===== config.mk =====
export PLATFORM = sky130hd
export DESIGN_NAME = cwma_front
export DESIGN_NICKNAME = d
export VERILOG_FILES = /design/src/sv/assert_macros.svh /design/src/sv/cwma_pkg.sv /design/src/sv/cwma_front.sv
export SDC_FILE = /design/constraint.sdc
export NUM_CORES = 1
export LEC_CHECK = 0
export ABC_AREA = 1
export BUFFER_PORTS_ARGS = -buffer_cell sky130_fd_sc_hd__buf_2
export CAP_MARGIN = 20
export CORE_MARGIN = 2
export CORE_UTILIZATION = 44
export CTS_BUF_LIST = sky130_fd_sc_hd__clkbuf_2 sky130_fd_sc_hd__clkbuf_4 sky130_fd_sc_hd__clkbuf_8
export CTS_CLUSTER_DIAMETER = 120
export DETAILED_ROUTE_END_ITERATION = 8
export GPL_ROUTABILITY_DRIVEN = 0
export GPL_TIMING_DRIVEN = 1
export PLACE_DENSITY = 0.86
export SYNTH_ARGS = -nofsm -noshare
export SYNTH_HDL_FRONTEND = slang
export SYNTH_SLANG_ARGS = --single-unit

===== constraint.sdc =====
create_clock -name clk -period 1.92 [get_ports clk]
set_clock_uncertainty 0.15 [all_clocks]
set_input_delay 0.192 -clock clk [delete_from_list [all_inputs] [get_ports clk]]
set_output_delay 0.192 -clock clk [all_outputs]
set_load 0.03 [all_outputs]

===== src/sv/assert_macros.svh =====
// ----------------------------------------------------------------------------
// Assertion macros
// Concurrent assertion wrappers; empty when SYNTH is defined.
// ----------------------------------------------------------------------------
`ifndef ASSERT_MACROS_SVH
`define ASSERT_MACROS_SVH
`ifndef SYNTH
`define CWMA_ASSERT(lbl, clk, rst_n, prop, msg) \
    lbl: assert property (@(posedge clk) disable iff (!rst_n) prop) else $error(msg);
`define CWMA_ASSERT_ALWAYS(lbl, clk, prop, msg) \
    lbl: assert property (@(posedge clk) prop) else $error(msg);
`else
`define CWMA_ASSERT(lbl, clk, rst_n, prop, msg)
`define CWMA_ASSERT_ALWAYS(lbl, clk, prop, msg)
`endif
`endif


===== src/sv/cwma_pkg.sv =====
// ----------------------------------------------------------------------------
// cwma_pkg
// Shared constants and types of the cascaded window moment accumulator.
// ----------------------------------------------------------------------------
`default_nettype none

package cwma_pkg;

    localparam int MAX_LEVELS  = 8;
    localparam int FRAC_BITS   = 4;
    localparam int LVL_W       = (MAX_LEVELS > 1) ? $clog2(MAX_LEVELS) : 1;
    localparam int SAMPLE_W    = 20;
    localparam int VAL_W       = SAMPLE_W + FRAC_BITS;
    localparam int IDX_W       = 3;
    localparam int SUM_W       = 64;
    localparam int CNT_W       = 32;
    localparam int POS_W       = 16;
    localparam int WLEN_W      = 16;
    localparam int MOM_W       = 2;
    localparam int CFG_IDX_W   = 1;
    localparam int QDEPTH      = 2;
    localparam int QPTR_W      = (QDEPTH > 1) ? $clog2(QDEPTH) : 1;
    localparam int QCNT_W      = $clog2(QDEPTH + 1);
    localparam int MUL_LAST_PH = 4;
    localparam int DIV_CNT_W   = $clog2(SUM_W);

    localparam logic [WLEN_W-1:0] WLEN_RESET = WLEN_W'(10);
    localparam logic [MOM_W-1:0]  MOM_RESET  = MOM_W'(3);

    typedef enum logic
    {
        OP_FEED = 1'b0,
        OP_READ = 1'b1
    } op_t;

    typedef enum logic [CFG_IDX_W-1:0]
    {
        CFG_WLEN    = 1'b0,
        CFG_MOMENTS = 1'b1
    } cfg_idx_t;

    typedef enum logic [2:0]
    {
        S_IDLE,
        S_SQ,
        S_CUBE,
        S_UPD,
        S_DIV
    } state_t;

    typedef struct packed
    {
        op_t              op;
        logic [VAL_W-1:0] value;
        logic [IDX_W-1:0] idx;
    } cmd_t;

    typedef struct packed
    {
        logic [WLEN_W-1:0] wlen;
        logic [MOM_W-1:0]  moments;
    } cfg_t;

endpackage

`default_nettype wire


===== src/sv/cwma_front.sv =====
// ----------------------------------------------------------------------------
// cwma_front
// Input register: takes items, converts samples to Q.4 and forwards commands.
// ----------------------------------------------------------------------------
`default_nettype none

module cwma_front
    import cwma_pkg::*;
(
    input  wire logic                clk,
    input  wire logic                rst_n,
    input  wire logic                feed_valid,
    output logic                     feed_stall,
    input  wire logic                operation,
    input  wire logic [SAMPLE_W-1:0] sample_value,
    input  wire logic [IDX_W-1:0]    level_index,
    input  wire logic                q_full,
    output logic                     q_push,
    output cmd_t                     q_cmd
);

    logic fe_valid_reg;
    logic fe_valid_next;
    cmd_t fe_cmd_reg;
    cmd_t fe_cmd_next;

    assign feed_stall = fe_valid_reg && q_full;
    assign q_push     = fe_valid_reg && !q_full;
    assign q_cmd      = fe_cmd_reg;

    always_comb
    begin
        fe_valid_next = fe_valid_reg;
        fe_cmd_next   = fe_cmd_reg;
        if (!feed_stall)
        begin
            fe_valid_next     = feed_valid;
            fe_cmd_next.op    = op_t'(operation);
            fe_cmd_next.value = {sample_value, {FRAC_BITS{1'b0}}};
            fe_cmd_next.idx   = level_index;
        end
    end

    always_ff @(posedge clk or negedge rst_n)
    begin
        if (!rst_n)
        begin
            fe_valid_reg <= 1'b0;
        end
        else
        begin
            fe_valid_reg <= fe_valid_next;
        end
    end

    always_ff @(posedge clk)
    begin
        fe_cmd_reg <= fe_cmd_next;
    end

endmodule

`default_nettype wire


==> results.ini, run 1 <==
[outcome]
outcome=completed

[global_route]
grt_most_used_layer=met2
grt_pass1_vias=608
use_met2=0.3836
use_met3=0.03462
grt_first_pass_wirelength_um=2960
use_met1=0.2435
grt_remaining_overflow=0
track_usage=0.2095
grt_max_degree=19
antenna_found_initial=0

[layout]
finalInstanceArea_mm2=0.001378
syn_to_final_growth_pct=71.23
nets=148
fin_util=0.7978
antenna_cells=0
drive_gt1_frac=0.4958
largest_reg_flops=24

[logic_synthesis]
avgSynthCellArea_um2=22.35
synth.most_common_cell=edfxtp_1
synth_edf_count=24
yosysSeqAreaShare=0.9269
async_flop_share=0.04000
yosys_warnings=0
syn_area_um2=804.5
yosysUniqueCellTypes=8
synthTopCellsByCount=edfxtp_1, buf_4, inv_1
ys_ff_latch=25
ys_dominant_reg_cell=edfxtp_1
synth_top_area_frac=0.8958
yosysTopAreaCell=edfxtp_1
synthCells=36
ys_top_cells_by_area=edfxtp_1, buf_4, dfrtp_1

[routing]
antenna_left=0
via_per_inst=4.313
wl_per_cell_um=14.93
drc=0
drt_iter0_markers=8
dr.pass1.iters=4
num_vias=621
wirelength_um=2150

[placed_design]
dpl_cell_area_mm2=0.001090
io_buffers=53
pre_cts_ws_ps=512.8
hpwl_um=1102

[die]
start_util=0.4659
fp-row-count=15
die_area_mm2=0.002187
die_width_um=46.76
core_area_mm2=0.001727
die_y_um=46.76
io_pins=58

[setup_path]
arrival_ps=1310
cp-end-kind=primary output
critPathMaxFanout=18
critPathLaunchType=flop
critical_path_class=flop to primary output
crit_required_ps=1580
r2r_slack_ps=500

[clock_network]
clk-insertion-delay-late_ps=310
root_buffer=clkbuf_4
clock_path_buffers=2
cts.reportedPaths.clkPinSlew_ps=120
numClockSinks=25
cts_hold_buf=26
cts_tree=yes
cts_resized=0
cts_buffers=3
htree_levels=1
cts_setup_buffers=0

[pwr]
fin_total_pwr_mw=1.094
peakVddDrop_v=0.0006327
clock_power_share=0.202
switching_share=0.2666
p_comb_frac=0.199
p_leak_nw=0.6326
p_int_mw=0.8020
sequentialPowerShare=0.599
p_sw_mw=0.2915
power_density_mw_per_mm2=793.8

[timing]
setup_violations=0
fin_crit_sh=0.8615
rsz0062_at_grt=false
finalWorstSetupSlack_ps=265.9
max_freq_mhz=604.6
fin_crit_ps=1654
fin_setup_tns_ps=0
finalMaxSlewViolations=0
final-hold-violation-count=0

[run]
drv_cap=0

[hold_path]
hp-class=input port to async pin

[per-stage QoR]
step	hold slack [ps]	std cells
floorplan	-253.6	39
global placement	-183.5	114
detailed placement	-176.2	114
CTS	24.17	144
global route	37.04	144
finish	47.55	144
[cells in the final DEF, fill, tap and decap left out]
master	n
conb_1	4
clkinv_2	1
edfxtp_1	24
clkbuf_4	3
buf_2	53
buf_4	1
nand2_2	1
dfrtp_1	1
dlygate4sd3_1	26
nand2_1	1
nor2_1	1
inv_1	3
[layout make-up]
cell class / count / area (um^2)
clock buffers: 3 / 22.52
clock inverters: 1 / 5.005
fillers: 113 / 349.1
inverters: 3 / 11.26
multi-input cells: 7 / 28.78
flip-flops and latches: 25 / 745.7
well taps: 25 / 31.28
repair buffers: 80 / 533.0
[cell families after synthesis]
logic type | synth area share
buf+inv | 0.05132
simple gates | 0.01710
flops | 0.9269
other cells | 0.004661
[per-layer routing]
metal / routed length [um] / share of wire
met4: 12 / 0.0056
met1: 849 / 0.39
met5: 0 / 0
met3: 225 / 0.10
met2: 1061 / 0.49
[worst paths after layout]
| path | start | endpoint | cells past startpoint |
|---|---|---|---|
| worst min-delay path | rst_n | fe_valid_reg$_DFFE_PN0N_ | 2 |
| worst min register to register | fe_valid_reg$_DFFE_PN0N_ | fe_valid_reg$_DFFE_PN0N_ | 2 |
| worst max register to register | fe_valid_reg$_DFFE_PN0N_ | q_cmd[0]$_DFFE_PN_ | 2 |
| worst max-delay path | fe_valid_reg$_DFFE_PN0N_ | feed_stall | 3 |
| max in group asynchronous | rst_n | fe_valid_reg$_DFFE_PN0N_ | 2 |
| min in group clk | q_full | fe_valid_reg$_DFFE_PN0N_ | 3 |
[worst max-delay path: stages (launching register included)]
cell and delay [ps]:
dfrtp_1 420, nand2_2 320, inv_1 80, buf_2 190
[power groups by stage]
stage | clock (mW) | combinational (mW) | sequential, mW
finish | 0.221 | 0.218 | 0.655
global route | 0.244 | 0.230 | 0.657
CTS | 0.220 | 0.214 | 0.651
detailed placement | 0 | 0.173 | 0.664
global placement | 0 | 0.169 | 0.661
floorplan | 0 | 0.0353 | 0.741
Power figures use the tool's default switching activity.
==> inputs of run 2 (changes only) <==
--- a/config.mk
+++ b/config.mk
@@ -8,14 +8,16 @@
 export ABC_AREA = 1
 export BUFFER_PORTS_ARGS = -buffer_cell sky130_fd_sc_hd__buf_2
 export CAP_MARGIN = 20
+export CELL_PAD_IN_SITES_DETAIL_PLACEMENT = 1
+export CELL_PAD_IN_SITES_GLOBAL_PLACEMENT = 1
 export CORE_MARGIN = 2
-export CORE_UTILIZATION = 44
+export CORE_UTILIZATION = 34
 export CTS_BUF_LIST = sky130_fd_sc_hd__clkbuf_2 sky130_fd_sc_hd__clkbuf_4 sky130_fd_sc_hd__clkbuf_8
 export CTS_CLUSTER_DIAMETER = 120
 export DETAILED_ROUTE_END_ITERATION = 8
 export GPL_ROUTABILITY_DRIVEN = 0
 export GPL_TIMING_DRIVEN = 1
-export PLACE_DENSITY = 0.86
+export PLACE_DENSITY_LB_ADDON = 0.1
 export SYNTH_ARGS = -nofsm -noshare
 export SYNTH_HDL_FRONTEND = slang
 export SYNTH_SLANG_ARGS = --single-unit
==> run 2 against run 1 <==
Against the previous run: critical path depth is the same; via count is 6.0% lower; non-clock buffer count stayed put; routed wire length shrank 11%; combinational power about the same; clock power is 7% higher; setup slack got worse by 24 ps; flip-flop and latch count is the same; cell area rose by 0.45%; global-route usage decreased by 5.4 points; count of clock-buffer cells in the layout grew 1; hold slack about the same.
==> results.ini, run 2 (same netlist as run 1, synthesis figures left out) <==
[outcome]
outcome=completed  ; unchanged

[die]
die_y_um=52.65  ; was 46.76 um
fp-row-count=17  ; was 15
io_pins=58  ; unchanged
die_area_mm2=0.002772  ; was 0.002187 mm^2
core_area_mm2=0.002233  ; was 0.001727 mm^2
start_util=0.3602  ; was 0.4659
die_width_um=52.65  ; was 46.76 um

[pwr]
p_sw_mw=0.2832  ; was 0.2915 mW
power_density_mw_per_mm2=796.3  ; was 793.8 mW/mm^2
peakVddDrop_v=0.0004936  ; was 0.0006327 V
p_leak_nw=0.6333  ; was 0.6326 nW
sequentialPowerShare=0.591  ; was 0.599
clock_power_share=0.215  ; was 0.202
switching_share=0.2570  ; was 0.2666
p_comb_frac=0.195  ; was 0.199
p_int_mw=0.8188  ; was 0.8020 mW

[clock_network]
clk-insertion-delay-late_ps=300  ; was 310 ps
numClockSinks=25  ; unchanged
cts_buffers=3  ; unchanged
htree_levels=1  ; unchanged
root_buffer=clkbuf_4  ; unchanged
clock_path_buffers=2  ; unchanged
cts_tree=yes  ; unchanged
cts.reportedPaths.clkPinSlew_ps=120  ; about the same

[timing]
setup_violations=0  ; unchanged
final-hold-violation-count=0  ; unchanged
fin_crit_sh=0.8741  ; was 0.8615
fin_crit_ps=1678  ; was 1654 ps
fin_setup_tns_ps=0  ; unchanged
finalWorstSetupSlack_ps=241.7  ; was 265.9 ps
max_freq_mhz=595.9  ; was 604.6 MHz
rsz0062_at_grt=false  ; unchanged
finalMaxSlewViolations=0  ; unchanged

[run]
drv_cap=0  ; unchanged

[routing]
via_per_inst=3.973  ; was 4.313
num_vias=584  ; was 621
drt_iter0_markers=5  ; was 8
wirelength_um=1920  ; was 2150 um
drc=0  ; unchanged
wl_per_cell_um=13.06  ; was 14.93 um
dr.pass1.iters=3  ; was 4
antenna_left=0  ; unchanged

[global_route]
track_usage=0.1557  ; was 0.2095
grt_first_pass_wirelength_um=3022  ; was 2960 um
grt_max_degree=21  ; was 19
grt_remaining_overflow=0  ; unchanged
grt_pass1_vias=617  ; was 608
antenna_found_initial=0  ; unchanged

[layout]
multi_input_area_um2=28.78  ; unchanged
nets=148  ; unchanged
finalInstanceArea_mm2=0.001384  ; was 0.001378 mm^2
antenna_cells=0  ; unchanged
layout_commonest_cell=buf_2  ; unchanged
syn_to_final_growth_pct=72.01  ; was 71.23%
n_fill_cell=245  ; was 113
register_area_um2=745.7  ; unchanged
largest_reg_flops=24  ; unchanged
drive_gt1_frac=0.4958  ; unchanged
mostFrequentLayoutCells=buf_2, dlygate4sd3_1, edfxtp_1  ; unchanged
final_cell_count_no_fill=147  ; was 144

[setup_path]
cp-end-kind=primary output  ; unchanged
r2r_end=q_cmd[21]$_DFFE_PN_  ; was q_cmd[0]$_DFFE_PN_
arrival_ps=1340  ; was 1310 ps
crit_required_ps=1580  ; about the same
reg2reg_depth=2  ; unchanged
critPathMaxFanout=20  ; was 18
r2r_start=fe_valid_reg$_DFFE_PN0N_  ; unchanged
critPathLaunchType=flop  ; unchanged
r2r_slack_ps=510  ; was 500 ps
critical_path_class=flop to primary output  ; unchanged

[placed_design]
io_buffers=53  ; unchanged
dpl_cell_area_mm2=0.001094  ; was 0.001090 mm^2
hpwl_um=1183  ; was 1102 um
dp.cells=117  ; was 114
pre_cts_ws_ps=488.7  ; was 512.8 ps

[hold_path]
hp-class=input port to async pin  ; unchanged

run 2: worst max path at each step:
stage | startpoint | end | depth (start not counted) | slack, ps
2_1_floorplan | fe_valid_reg$_DFFE_PN0N_ | feed_stall | 2 | 610
3_3_place_gp | fe_valid_reg$_DFFE_PN0N_ | q_cmd[1]$_DFFE_PN_ | 2 | 520
3_5_place_dp | fe_valid_reg$_DFFE_PN0N_ | q_cmd[1]$_DFFE_PN_ | 2 | 490
4_1_cts | fe_valid_reg$_DFFE_PN0N_ | feed_stall | 3 | 230
5_1_grt | fe_valid_reg$_DFFE_PN0N_ | feed_stall | 3 | 120
6_report | fe_valid_reg$_DFFE_PN0N_ | feed_stall | 3 | 240
run 2: per-layer routing:
layer / share of wire / track usage
met1: 0.35 / 0.1729
met2: 0.58 / 0.2958
met3: 0.067 / 0.03429
met4: 0 / 0.03846
met5: 0 / 0
run 2: what timing repair did:
action,4_1_cts,5_1_grt
hold buffers,26,0
hold endpoints to repair,26,0
resized for setup,0,0
buffers inserted,0,0
endpoints found under the setup margin,0,0
run 2: through the flow:
step,hold WS (ps),util,total power [mW]
after floorplan,-253.6,-,0.7759
after global placement,-182.9,0.4896,0.8342
after detailed placement,-179.1,0.4896,0.8378
after CTS,16.32,0.6196,1.110
after global routing,36.16,0.6196,1.152
final,47.68,0.6196,1.102
run 2: layout make-up:
class / count / share of cell area
multi-input combinational: 7 / 0.02080
timing repair buffer: 80 / 0.3852
tap: 28 / 0.02532
sequential: 25 / 0.5389
inverter: 3 / 0.008137
clock buffer: 4 / 0.02170
run 2: power groups by stage:
| stage | combinational, mW | clock [mW] | sequential (mW) |
|---|---|---|---|
| 2_1_floorplan | 0.0353 | 0 | 0.741 |
| 3_3_place_gp | 0.172 | 0 | 0.663 |
| 3_5_place_dp | 0.174 | 0 | 0.664 |
| 4_1_cts | 0.215 | 0.244 | 0.652 |
| 5_1_grt | 0.230 | 0.268 | 0.655 |
| 6_report | 0.215 | 0.236 | 0.651 |
run 2: critical path, cell delays in order (launching register included):
cell and delay, ps:
dfrtp_1 410, nand2_2 350, inv_1 90, buf_2 190
