**src/sv/assert_macros.svh**
```systemverilog
// ----------------------------------------------------------------------------
// Assertion macros
// Concurrent assertion wrappers; empty when SYNTH is defined.
// ----------------------------------------------------------------------------
`ifndef ASSERT_MACROS_SVH
`define ASSERT_MACROS_SVH
`ifndef SYNTH
`define CWMA_ASSERT(lbl, clk, rst_n, prop, msg) \
    lbl: assert property (@(posedge clk) disable iff (!rst_n) prop) else $error(msg);
`define CWMA_ASSERT_ALWAYS(lbl, clk, prop, msg) \
    lbl: assert property (@(posedge clk) prop) else $error(msg);
`else
`define CWMA_ASSERT(lbl, clk, rst_n, prop, msg)
`define CWMA_ASSERT_ALWAYS(lbl, clk, prop, msg)
`endif
`endif

```
**src/sv/cwma_pkg.sv**
```systemverilog
// ----------------------------------------------------------------------------
// cwma_pkg
// Shared constants and types of the cascaded window moment accumulator.
// ----------------------------------------------------------------------------
`default_nettype none

package cwma_pkg;

    localparam int MAX_LEVELS  = 8;
    localparam int FRAC_BITS   = 4;
    localparam int LVL_W       = (MAX_LEVELS > 1) ? $clog2(MAX_LEVELS) : 1;
    localparam int SAMPLE_W    = 20;
    localparam int VAL_W       = SAMPLE_W + FRAC_BITS;
    localparam int IDX_W       = 3;
    localparam int SUM_W       = 64;
    localparam int CNT_W       = 32;
    localparam int POS_W       = 16;
    localparam int WLEN_W      = 16;
    localparam int MOM_W       = 2;
    localparam int CFG_IDX_W   = 1;
    localparam int QDEPTH      = 2;
    localparam int QPTR_W      = (QDEPTH > 1) ? $clog2(QDEPTH) : 1;
    localparam int QCNT_W      = $clog2(QDEPTH + 1);
    localparam int MUL_LAST_PH = 4;
    localparam int DIV_CNT_W   = $clog2(SUM_W);

    localparam logic [WLEN_W-1:0] WLEN_RESET = WLEN_W'(10);
    localparam logic [MOM_W-1:0]  MOM_RESET  = MOM_W'(3);

    typedef enum logic
    {
        OP_FEED = 1'b0,
        OP_READ = 1'b1
    } op_t;

    typedef enum logic [CFG_IDX_W-1:0]
    {
        CFG_WLEN    = 1'b0,
        CFG_MOMENTS = 1'b1
    } cfg_idx_t;

    typedef enum logic [2:0]
    {
        S_IDLE,
        S_SQ,
        S_CUBE,
        S_UPD,
        S_DIV
    } state_t;

    typedef struct packed
    {
        op_t              op;
        logic [VAL_W-1:0] value;
        logic [IDX_W-1:0] idx;
    } cmd_t;

    typedef struct packed
    {
        logic [WLEN_W-1:0] wlen;
        logic [MOM_W-1:0]  moments;
    } cfg_t;

endpackage

`default_nettype wire

```
**src/sv/cwma_queue.sv**
```systemverilog
// ----------------------------------------------------------------------------
// cwma_queue
// Short command FIFO between the front and the level engine.
// ----------------------------------------------------------------------------
`default_nettype none

module cwma_queue
    import cwma_pkg::*;
(
    input  wire logic clk,
    input  wire logic rst_n,
    input  wire logic push,
    input  cmd_t      push_cmd,
    output logic      full,
    input  wire logic pop,
    output logic      not_empty,
    output cmd_t      head_cmd
);

    cmd_t              mem_reg [QDEPTH];
    logic [QPTR_W-1:0] wr_ptr_reg;
    logic [QPTR_W-1:0] wr_ptr_next;
    logic [QPTR_W-1:0] rd_ptr_reg;
    logic [QPTR_W-1:0] rd_ptr_next;
    logic [QCNT_W-1:0] cnt_reg;
    logic [QCNT_W-1:0] cnt_next;

    assign full      = (cnt_reg == QCNT_W'(QDEPTH));
    assign not_empty = (cnt_reg != '0);
    assign head_cmd  = mem_reg[rd_ptr_reg];

    always_comb
    begin
        wr_ptr_next = wr_ptr_reg;
        rd_ptr_next = rd_ptr_reg;
        cnt_next    = cnt_reg;
        if (push)
        begin
            wr_ptr_next = (wr_ptr_reg == QPTR_W'(QDEPTH - 1)) ? '0 : wr_ptr_reg + 1'b1;
        end
        if (pop)
        begin
            rd_ptr_next = (rd_ptr_reg == QPTR_W'(QDEPTH - 1)) ? '0 : rd_ptr_reg + 1'b1;
        end
        if (push && !pop)
        begin
            cnt_next = cnt_reg + 1'b1;
        end
        else if (pop && !push)
        begin
            cnt_next = cnt_reg - 1'b1;
        end
    end

    always_ff @(posedge clk or negedge rst_n)
    begin
        if (!rst_n)
        begin
            wr_ptr_reg <= '0;
            rd_ptr_reg <= '0;
            cnt_reg    <= '0;
        end
        else
        begin
            wr_ptr_reg <= wr_ptr_next;
            rd_ptr_reg <= rd_ptr_next;
            cnt_reg    <= cnt_next;
        end
    end

    always_ff @(posedge clk)
    begin
        if (push)
        begin
            mem_reg[wr_ptr_reg] <= push_cmd;
        end
    end

endmodule

`default_nettype wire

```
**config.mk**
```make
export PLATFORM = sky130hd
export DESIGN_NAME = cwma_queue
export DESIGN_NICKNAME = d
export VERILOG_FILES = /design/src/sv/assert_macros.svh /design/src/sv/cwma_pkg.sv /design/src/sv/cwma_queue.sv
export SDC_FILE = /design/constraint.sdc
export NUM_CORES = 1
export LEC_CHECK = 0
export BUFFER_PORTS_ARGS = -buffer_cell sky130_fd_sc_hd__buf_2
export CORE_AREA = 2 2 54 106
export CTS_CLUSTER_SIZE = 12
export DETAILED_ROUTE_END_ITERATION = 8
export DIE_AREA = 0 0 56 108
export PLACE_DENSITY_LB_ADDON = 0.1
export SYNTH_ARGS = -nofsm -noshare
export SYNTH_HDL_FRONTEND = slang
export SYNTH_SLANG_ARGS = --single-unit
```
**constraint.sdc**
```tcl
create_clock -name clk -period 3.1 [get_ports clk]
set_clock_uncertainty 0.1 [all_clocks]
set_input_delay 0.465 -clock clk [delete_from_list [all_inputs] [get_ports clk]]
set_output_delay 0.465 -clock clk [all_outputs]
set_load 0.01 [all_outputs]
```
==> flow_metrics.py, run 1 <==
metrics = {
    "outcome": {
        "run_status": "finished clean",
    },
    "route": {
        "route.detailed.drc": 0,
        "avgViaCountPerCell": 4.808,
        "detail_route.iter0.violations": 36,
        "wl_per_cell_um": 16.47,
        "wl_um": 3936,
        "drt_pass1_iterations": 4,
        "num_vias": 1149,
        "ant_nets": 0,
    },
    "critical_path": {
        "cp.buffers_inverters": 2,
        "setup.worst_path.end": "head_cmd[3]",
        "worstPathCellList": "buf_4, mux2_2, buf_2",
        "worst_setup_path_start_kind": "flip-flop",
        "path_class": "reg -> out",
        "cp.depth": 3,
        "r2r_end": "mem_reg[0][5]$_DFFE_PP_",
        "crit_arrival_ns": 1.77,
        "max_stage_delay_ns": 0.49,
        "cp_slowest_cell": "dfrtp_1",
        "reg2regPathDepth": 2,
        "critPathLaunch": "rd_ptr_reg$_DFFE_PN0P_",
        "ff2ff_setup_slack_ns": 1.61,
        "required_ns": 2.53,
        "end_kind": "output port",
        "path_max_fanout": 23,
        "r2r-start": "wr_ptr_reg$_DFFE_PN0P_",
        "path_delay_family": "buffers and inverters",
    },
    "global_route": {
        "antenna_found_initial": 0,
        "grt_pass1_wl_um": 6141,
        "grtUsageTotal": 0.1436,
        "grt_max_degree": 24,
        "grt_pass1_vias": 1283,
        "overflow": 0,
    },
    "sta": {
        "setup_viol": 0,
        "rsz0062_at_grt": "no",
        "timing.fmax_mhz": 428.9,
        "finalHoldViolCount": 0,
        "fin_crit_ns": 2.331,
        "fin_crit_sh": 0.7521,
        "relSlewSlack": 0.7119,
        "fin_tns_setup_ns": 0,
        "fin_ws_ns": 0.7685,
        "slew_viol_final": 0,
        "tightestPinTransition_ns": 0.4302,
    },
    "layout": {
        "fill_cells": 459,
        "final_util": 0.5393,
        "nNetsFinal": 211,
        "syn_to_final_growth_pct": 23.89,
        "layout-drive-gt1-share": 0.5912,
        "antennaDiodeCount": 0,
        "largest_reg_flops": 56,
        "final_cells": 239,
    },
    "flow_run": {
        "cap_violations": 0,
    },
    "clocking": {
        "cts_tree": "built",
        "clock_path_buffers": 2,
        "cts-buffers-inserted": 9,
        "cts.reportedPaths.clkPinSlew_ns": 0.06,
        "cts.sinks": 60,
        "postCtsSetupBuffers": 0,
        "h-tree-depth": 3,
        "clock_latency_ns": 0.33,
        "cts_root_buf": "clkbuf_8",
    },
    "die": {
        "fp.dieArea_um2": 6048,
        "die_height_um": 108,
        "core_um2": 5185,
        "fp-row-count": 37,
        "initial_utilization": 0.4353,
        "die_x_um": 56,
        "io_pins": 62,
    },
    "placement": {
        "place_congestion": 0.6366,
        "dp_hpwl_um": 2687,
        "dp.cells": 224,
        "pre_cts_slack_ns": 1.099,
        "portBuffers": 61,
    },
    "synthesis": {
        "ys_warn_count": 0,
        "seq_area_frac_synth": 0.7894,
        "synth_top_area_cell": "edfxtp_1",
        "synth-seq-cells": 60,
        "synth_top_area_frac": 0.7450,
        "syn_inst": 103,
        "syn-num-nets": 136,
        "syn_avg_cell_area_um2": 21.91,
        "ys_types": 15,
        "ys_top_cells_by_area": "edfxtp_1 75%, mux2_2 9.0%, mux2_4 6.7%, dfrtp_1 4.4%, xor2_1 1.6%",
        "synth_area_um2": 2257,
    },
    "power_and_ir_drop": {
        "power_density_nw_per_um2": 867.6,
        "total_leakage_power_uw": 0.001118,
        "peakVddDrop_uv": 583.8,
        "p_total_uw": 2426,
    },
    "min_path": {
        "hold_path.class": "in -> reg",
    },
}
power breakdown:
group	total [µW]	internal, µW	switching (µW)	leakage, µW
sequential	1150	1080	65.7	0.000572
clock	538	269	269	0.0000772
combinational	742	377	365	0.000468
total	2430	1730	700	0.00112
Yosys cell counts:
master	n
mux2_2	18
inv_1	1
buf_8	1
ha_1	1
xor2_1	4
or2_2	1
and2_1	1
edfxtp_1	56
xnor2_1	1
nor2b_1	2
buf_4	1
buf_6	1
dfrtp_1	4
nor2_1	1
mux2_4	10
worst min path at each step:
| stage | start | end | cells after the start |
|---|---|---|---|
| 2_1_floorplan | rst_n | cnt_reg[0]$_DFFE_PN0P_ | 0 |
| 3_3_place_gp | rst_n | wr_ptr_reg$_DFFE_PN0P_ | 1 |
| 3_5_place_dp | rst_n | wr_ptr_reg$_DFFE_PN0P_ | 1 |
| 4_1_cts | push_cmd[11] | mem_reg[1][11]$_DFFE_PP_ | 1 |
| 5_1_grt | push_cmd[11] | mem_reg[1][11]$_DFFE_PP_ | 1 |
| 6_report | push_cmd[21] | mem_reg[0][21]$_DFFE_PP_ | 1 |
cells in the final DEF (no fill, tap or decap):
cell type	synthesis	final
and2_1	1	1
buf_2	0	61
buf_4	1	5
clkbuf_8	0	9
clkinv_1	0	3
clkinv_2	0	2
dfrtp_1	4	4
dlygate4sd3_1	0	1
edfxtp_1	56	56
ha_1	1	1
inv_1	1	1
mux2_2	18	18
mux2_4	10	10
nor2_1	1	1
nor2b_1	2	1
nor2b_2	0	1
or2_2	1	1
xnor2_1	1	1
xor2_1	4	4
what timing repair did:
item / in CTS / in global routing
hold endpoints to repair: 4 / 0
hold buffers: 1 / 0
gates resized for setup: 0 / 0
through the flow:
stage / instance area [µm²] / hold WS [ns]
2_1_floorplan: 2257 / 0.06941
3_3_place_gp: 2641 / 0.1735
3_5_place_dp: 2641 / 0.1771
4_1_cts: 2796 / 0.2017
5_1_grt: 2796 / 0.2005
6_report: 2796 / 0.2189
final cells by class:
cell class / instances / area [µm²] / share of cell area
clock buffer: 9 / 123.9 / 0.04430
clock inverter: 5 / 21.27 / 0.007606
inverter: 1 / 3.754 / 0.001342
multi-input combinational: 39 / 440.4 / 0.1575
sequential: 60 / 1782 / 0.6371
tap: 58 / 72.57 / 0.02595
timing repair buffer: 67 / 352.8 / 0.1262
kinds of logic (layout without fill, tap and decap cells):
kind of cell,Yosys count,count (layout),synth area share
flops,60,60,0.7894
buf+inv,4,82,0.01663
mux,28,28,0.1563
fa+ha+maj,1,1,0.005542
xor+xnor,5,5,0.01940
simple gates,5,5,0.01275
metal layers:
| layer | up-vias | GRT usage | part of all wire |
|---|---|---|---|
| met2 | 47 | 0.2580 | 0.57 |
| met4 | 0 | 0.08673 | 0.026 |
| met1 | 551 | 0.1285 | 0.34 |
| met3 | 9 | 0.06220 | 0.066 |
| met5 | - | 0 | 0 |
| li1 | 542 | - | - |
Power figures use the tool's default switching activity.
==> run 2, diff against run 1 <==
- ABC_AREA: unset -> 1
- clock period: 3.1 -> 1.9 ns (I/O delays scaled with it)
==> run 2 against run 1 <==
Against the previous run: sequential power is 61% higher; global-route usage decreased by 0.58 points; final cell count up 5.0%; flip-flop and latch count is the same; first-iteration DRC count decreased by 31%; synthesized cell count rose by 8.7%; clock power is 93% higher; register-to-register slack worse by 0.95 ns; via count rose by 3.8%; routed wire length decreased by 3.4%; die area unchanged; critical path type unchanged; largest cell class unchanged.
==> flow_metrics.py, run 2 <==
metrics = {
    "critical_path": {
        "worst_setup_path_start_kind": "flip-flop",
        "path_delay_family": "flip-flops",
        "cp.buffers_inverters": 2,
        "worstPathCellList": "buf_4, mux2_2, buf_2",
        "path_max_fanout": 12,
        "path_class": "reg -> out",
        "crit_arrival_ns": 1.41,
        "cp.depth": 3,
        "required_ns": 1.51,
        "cp_slowest_cell": "dfrtp_1",
        "end_kind": "output port",
        "reg2regPathDepth": 2,
        "max_stage_delay_ns": 0.36,
    },
    "placement": {
        "dp_hpwl_um": 2790,
        "dp.cells": 234,
        "portBuffers": 61,
        "place_congestion": 0.6690,
    },
    "sta": {
        "setup_viol": 0,
        "rsz0062_at_grt": "no",
        "fin_crit_ns": 1.793,
        "relSlewSlack": 0.8257,
        "fin_tns_setup_ns": 0,
        "finalHoldViolCount": 0,
        "timing.fmax_mhz": 557.7,
        "slew_viol_final": 0,
        "tightestPinTransition_ns": 0.2615,
        "fin_crit_sh": 0.9437,
    },
    "layout": {
        "final_cell_mix": "61 x buf_2, 56 x edfxtp_1, 18 x mux2_2, 10 x mux2_4, 9 x clkbuf_8",
        "final_cells": 251,
        "layout-drive-gt1-share": 0.5648,
        "largest_reg_flops": 56,
        "syn_to_final_growth_pct": 25.85,
        "antennaDiodeCount": 0,
        "final_common_cell": "buf_2",
        "nNetsFinal": 221,
    },
    "die": {
        "initial_utilization": 0.4387,
        "io_pins": 62,
        "fp.dieArea_um2": 6048,
        "core_um2": 5185,
        "fp-row-count": 37,
        "die_height_um": 108,
        "die_x_um": 56,
    },
    "synthesis": {
        "seq_area_frac_synth": 0.7833,
        "syn_inst": 112,
        "synth_top_area_frac": 0.7393,
        "synth.most_common_cell": "edfxtp_1",
        "ys_top_cells_by_area": "edfxtp_1 74%, mux2_2 8.9%, mux2_4 6.6%, dfrtp_1 4.4%, inv_1 1.2%",
        "syn-num-nets": 145,
        "synth-seq-cells": 60,
        "synth_area_um2": 2275,
        "synth_common_cells": "56 x edfxtp_1, 18 x mux2_2, 10 x mux2_4, 7 x inv_1, 6 x nand2_1",
        "syn_avg_cell_area_um2": 20.31,
        "ys_types": 15,
        "ys_async_sr_fraction": 0.06667,
        "synth-edff-count": 56,
        "synth_ff_type": "edfxtp_1",
        "ys_warn_count": 0,
        "synth_top_area_cell": "edfxtp_1",
    },
    "route": {
        "detail_route.iter0.violations": 25,
        "avgViaCountPerCell": 4.753,
        "wl_per_cell_um": 15.16,
        "drt_pass1_iterations": 3,
        "num_vias": 1193,
        "wl_um": 3804,
        "route.detailed.drc": 0,
        "ant_nets": 0,
    },
    "power_and_ir_drop": {
        "p_total_uw": 4134,
        "total_leakage_power_uw": 0.001170,
        "power_density_nw_per_um2": 1444,
        "peakVddDrop_uv": 825.2,
    },
    "clocking": {
        "clock_path_buffers": 2,
        "h-tree-depth": 3,
        "cts-buffers-inserted": 9,
        "cts_tree": "built",
        "cts.sinks": 60,
        "cts_root_buf": "clkbuf_8",
        "clock_latency_ns": 0.32,
        "cts.reportedPaths.clkPinSlew_ns": 0.07,
        "postCtsSetupBuffers": 0,
    },
    "min_path": {
        "hold_path.class": "in -> reg",
        "hold_depth": 1,
    },
    "global_route": {
        "grt_max_degree": 20,
        "grt_pass1_wl_um": 5975,
        "overflow": 0,
        "grt_pass1_vias": 1295,
        "grtUsageTotal": 0.1377,
        "antenna_found_initial": 0,
    },
    "outcome": {
        "run_status": "finished clean",
    },
    "flow_run": {
        "cap_violations": 0,
    },
}
## run 2: cell types whose count changed in the layout (fill, tap and decap cells not counted), sizes merged, moves of 2 or more
| cell | before | now |
|---|---|---|
| xor2 | 4 | 2 |
| inv | 1 | 7 |
| nand2 | 0 | 6 |
| nor2b | 2 | 0 |
## run 2: path summary, 6_finish.rpt
| check | start | end | slack [ns] |
|---|---|---|---|
| min in group asynchronous | rst_n | cnt_reg[0]$_DFFE_PN0P_ | 0.19 |
| worst min register to register | cnt_reg[1]$_DFFE_PN0P_ | cnt_reg[1]$_DFFE_PN0P_ | 0.38 |
| worst max-delay path | rd_ptr_reg$_DFFE_PN0P_ | head_cmd[3] | 0.11 |
| max in group asynchronous | rst_n | wr_ptr_reg$_DFFE_PN0P_ | 1.38 |
| worst max register to register | wr_ptr_reg$_DFFE_PN0P_ | mem_reg[0][16]$_DFFE_PP_ | 0.66 |
| worst min-delay path | push_cmd[12] | mem_reg[1][12]$_DFFE_PP_ | 0.05 |
## run 2: layer usage
layer | wire, µm | GRT usage | vias up
li1 | - | - | 574
met1 | 1311 | 0.1284 | 568
met2 | 2180 | 0.2454 | 45
met3 | 230 | 0.05263 | 6
met4 | 81 | 0.08673 | 0
met5 | 0 | 0 | -
## run 2: worst register-to-register path, stage by stage (launching register included)
cell	delay [ns]
dfrtp_1	0.41
nor2_2	0.13
buf_4	0.28
## run 2: kinds of logic after synthesis
logic type,Yosys count,share of synthesized area
DFF,60,0.7833
and+or+nand+nor,10,0.01815
xor gates and xnor gates,3,0.01155
adders and majority gates,1,0.005500
muxes,28,0.1551
buffers and inverters,10,0.02640
## run 2: power by group
part | leakage [µW] | internal (µW) | switching [µW]
clock | 0.0000911 | 592 | 448
sequential | 0.000573 | 1760 | 86.1
combinational | 0.000507 | 628 | 618
total | 0.00117 | 2980 | 1150
## run 2: timing repair
action                     4_1_cts  5_1_grt
setup endpoints to repair        0        8
gates resized for setup          0        1
hold buffers                     1        0
hold endpoints to repair         4        0
## run 2: cell type report
type                       instances  area, µm²
fill                             440       2322
timing repair buffer              68      364.1
clock buffer                      10      127.6
inverter                           7      26.28
sequential                        60       1782
clock inverter                     6      55.05
multi-input combinational         42      435.4
tap                               58      72.57
## run 2: metrics by stage
stage / setup slack (ns) / instance area, µm² / hold slack [ns] / util
after floorplan: 0.2416 / 2277 / -0.1106 / -
after global placement: 0.4247 / 2666 / -0.007968 / 0.5142
after detailed placement: 0.4069 / 2666 / -0.004876 / 0.5142
after CTS: 0.04475 / 2859 / 0.02176 / 0.5514
after global routing: 0.03962 / 2863 / 0.02032 / 0.5521
final: 0.1069 / 2863 / 0.04649 / 0.5521
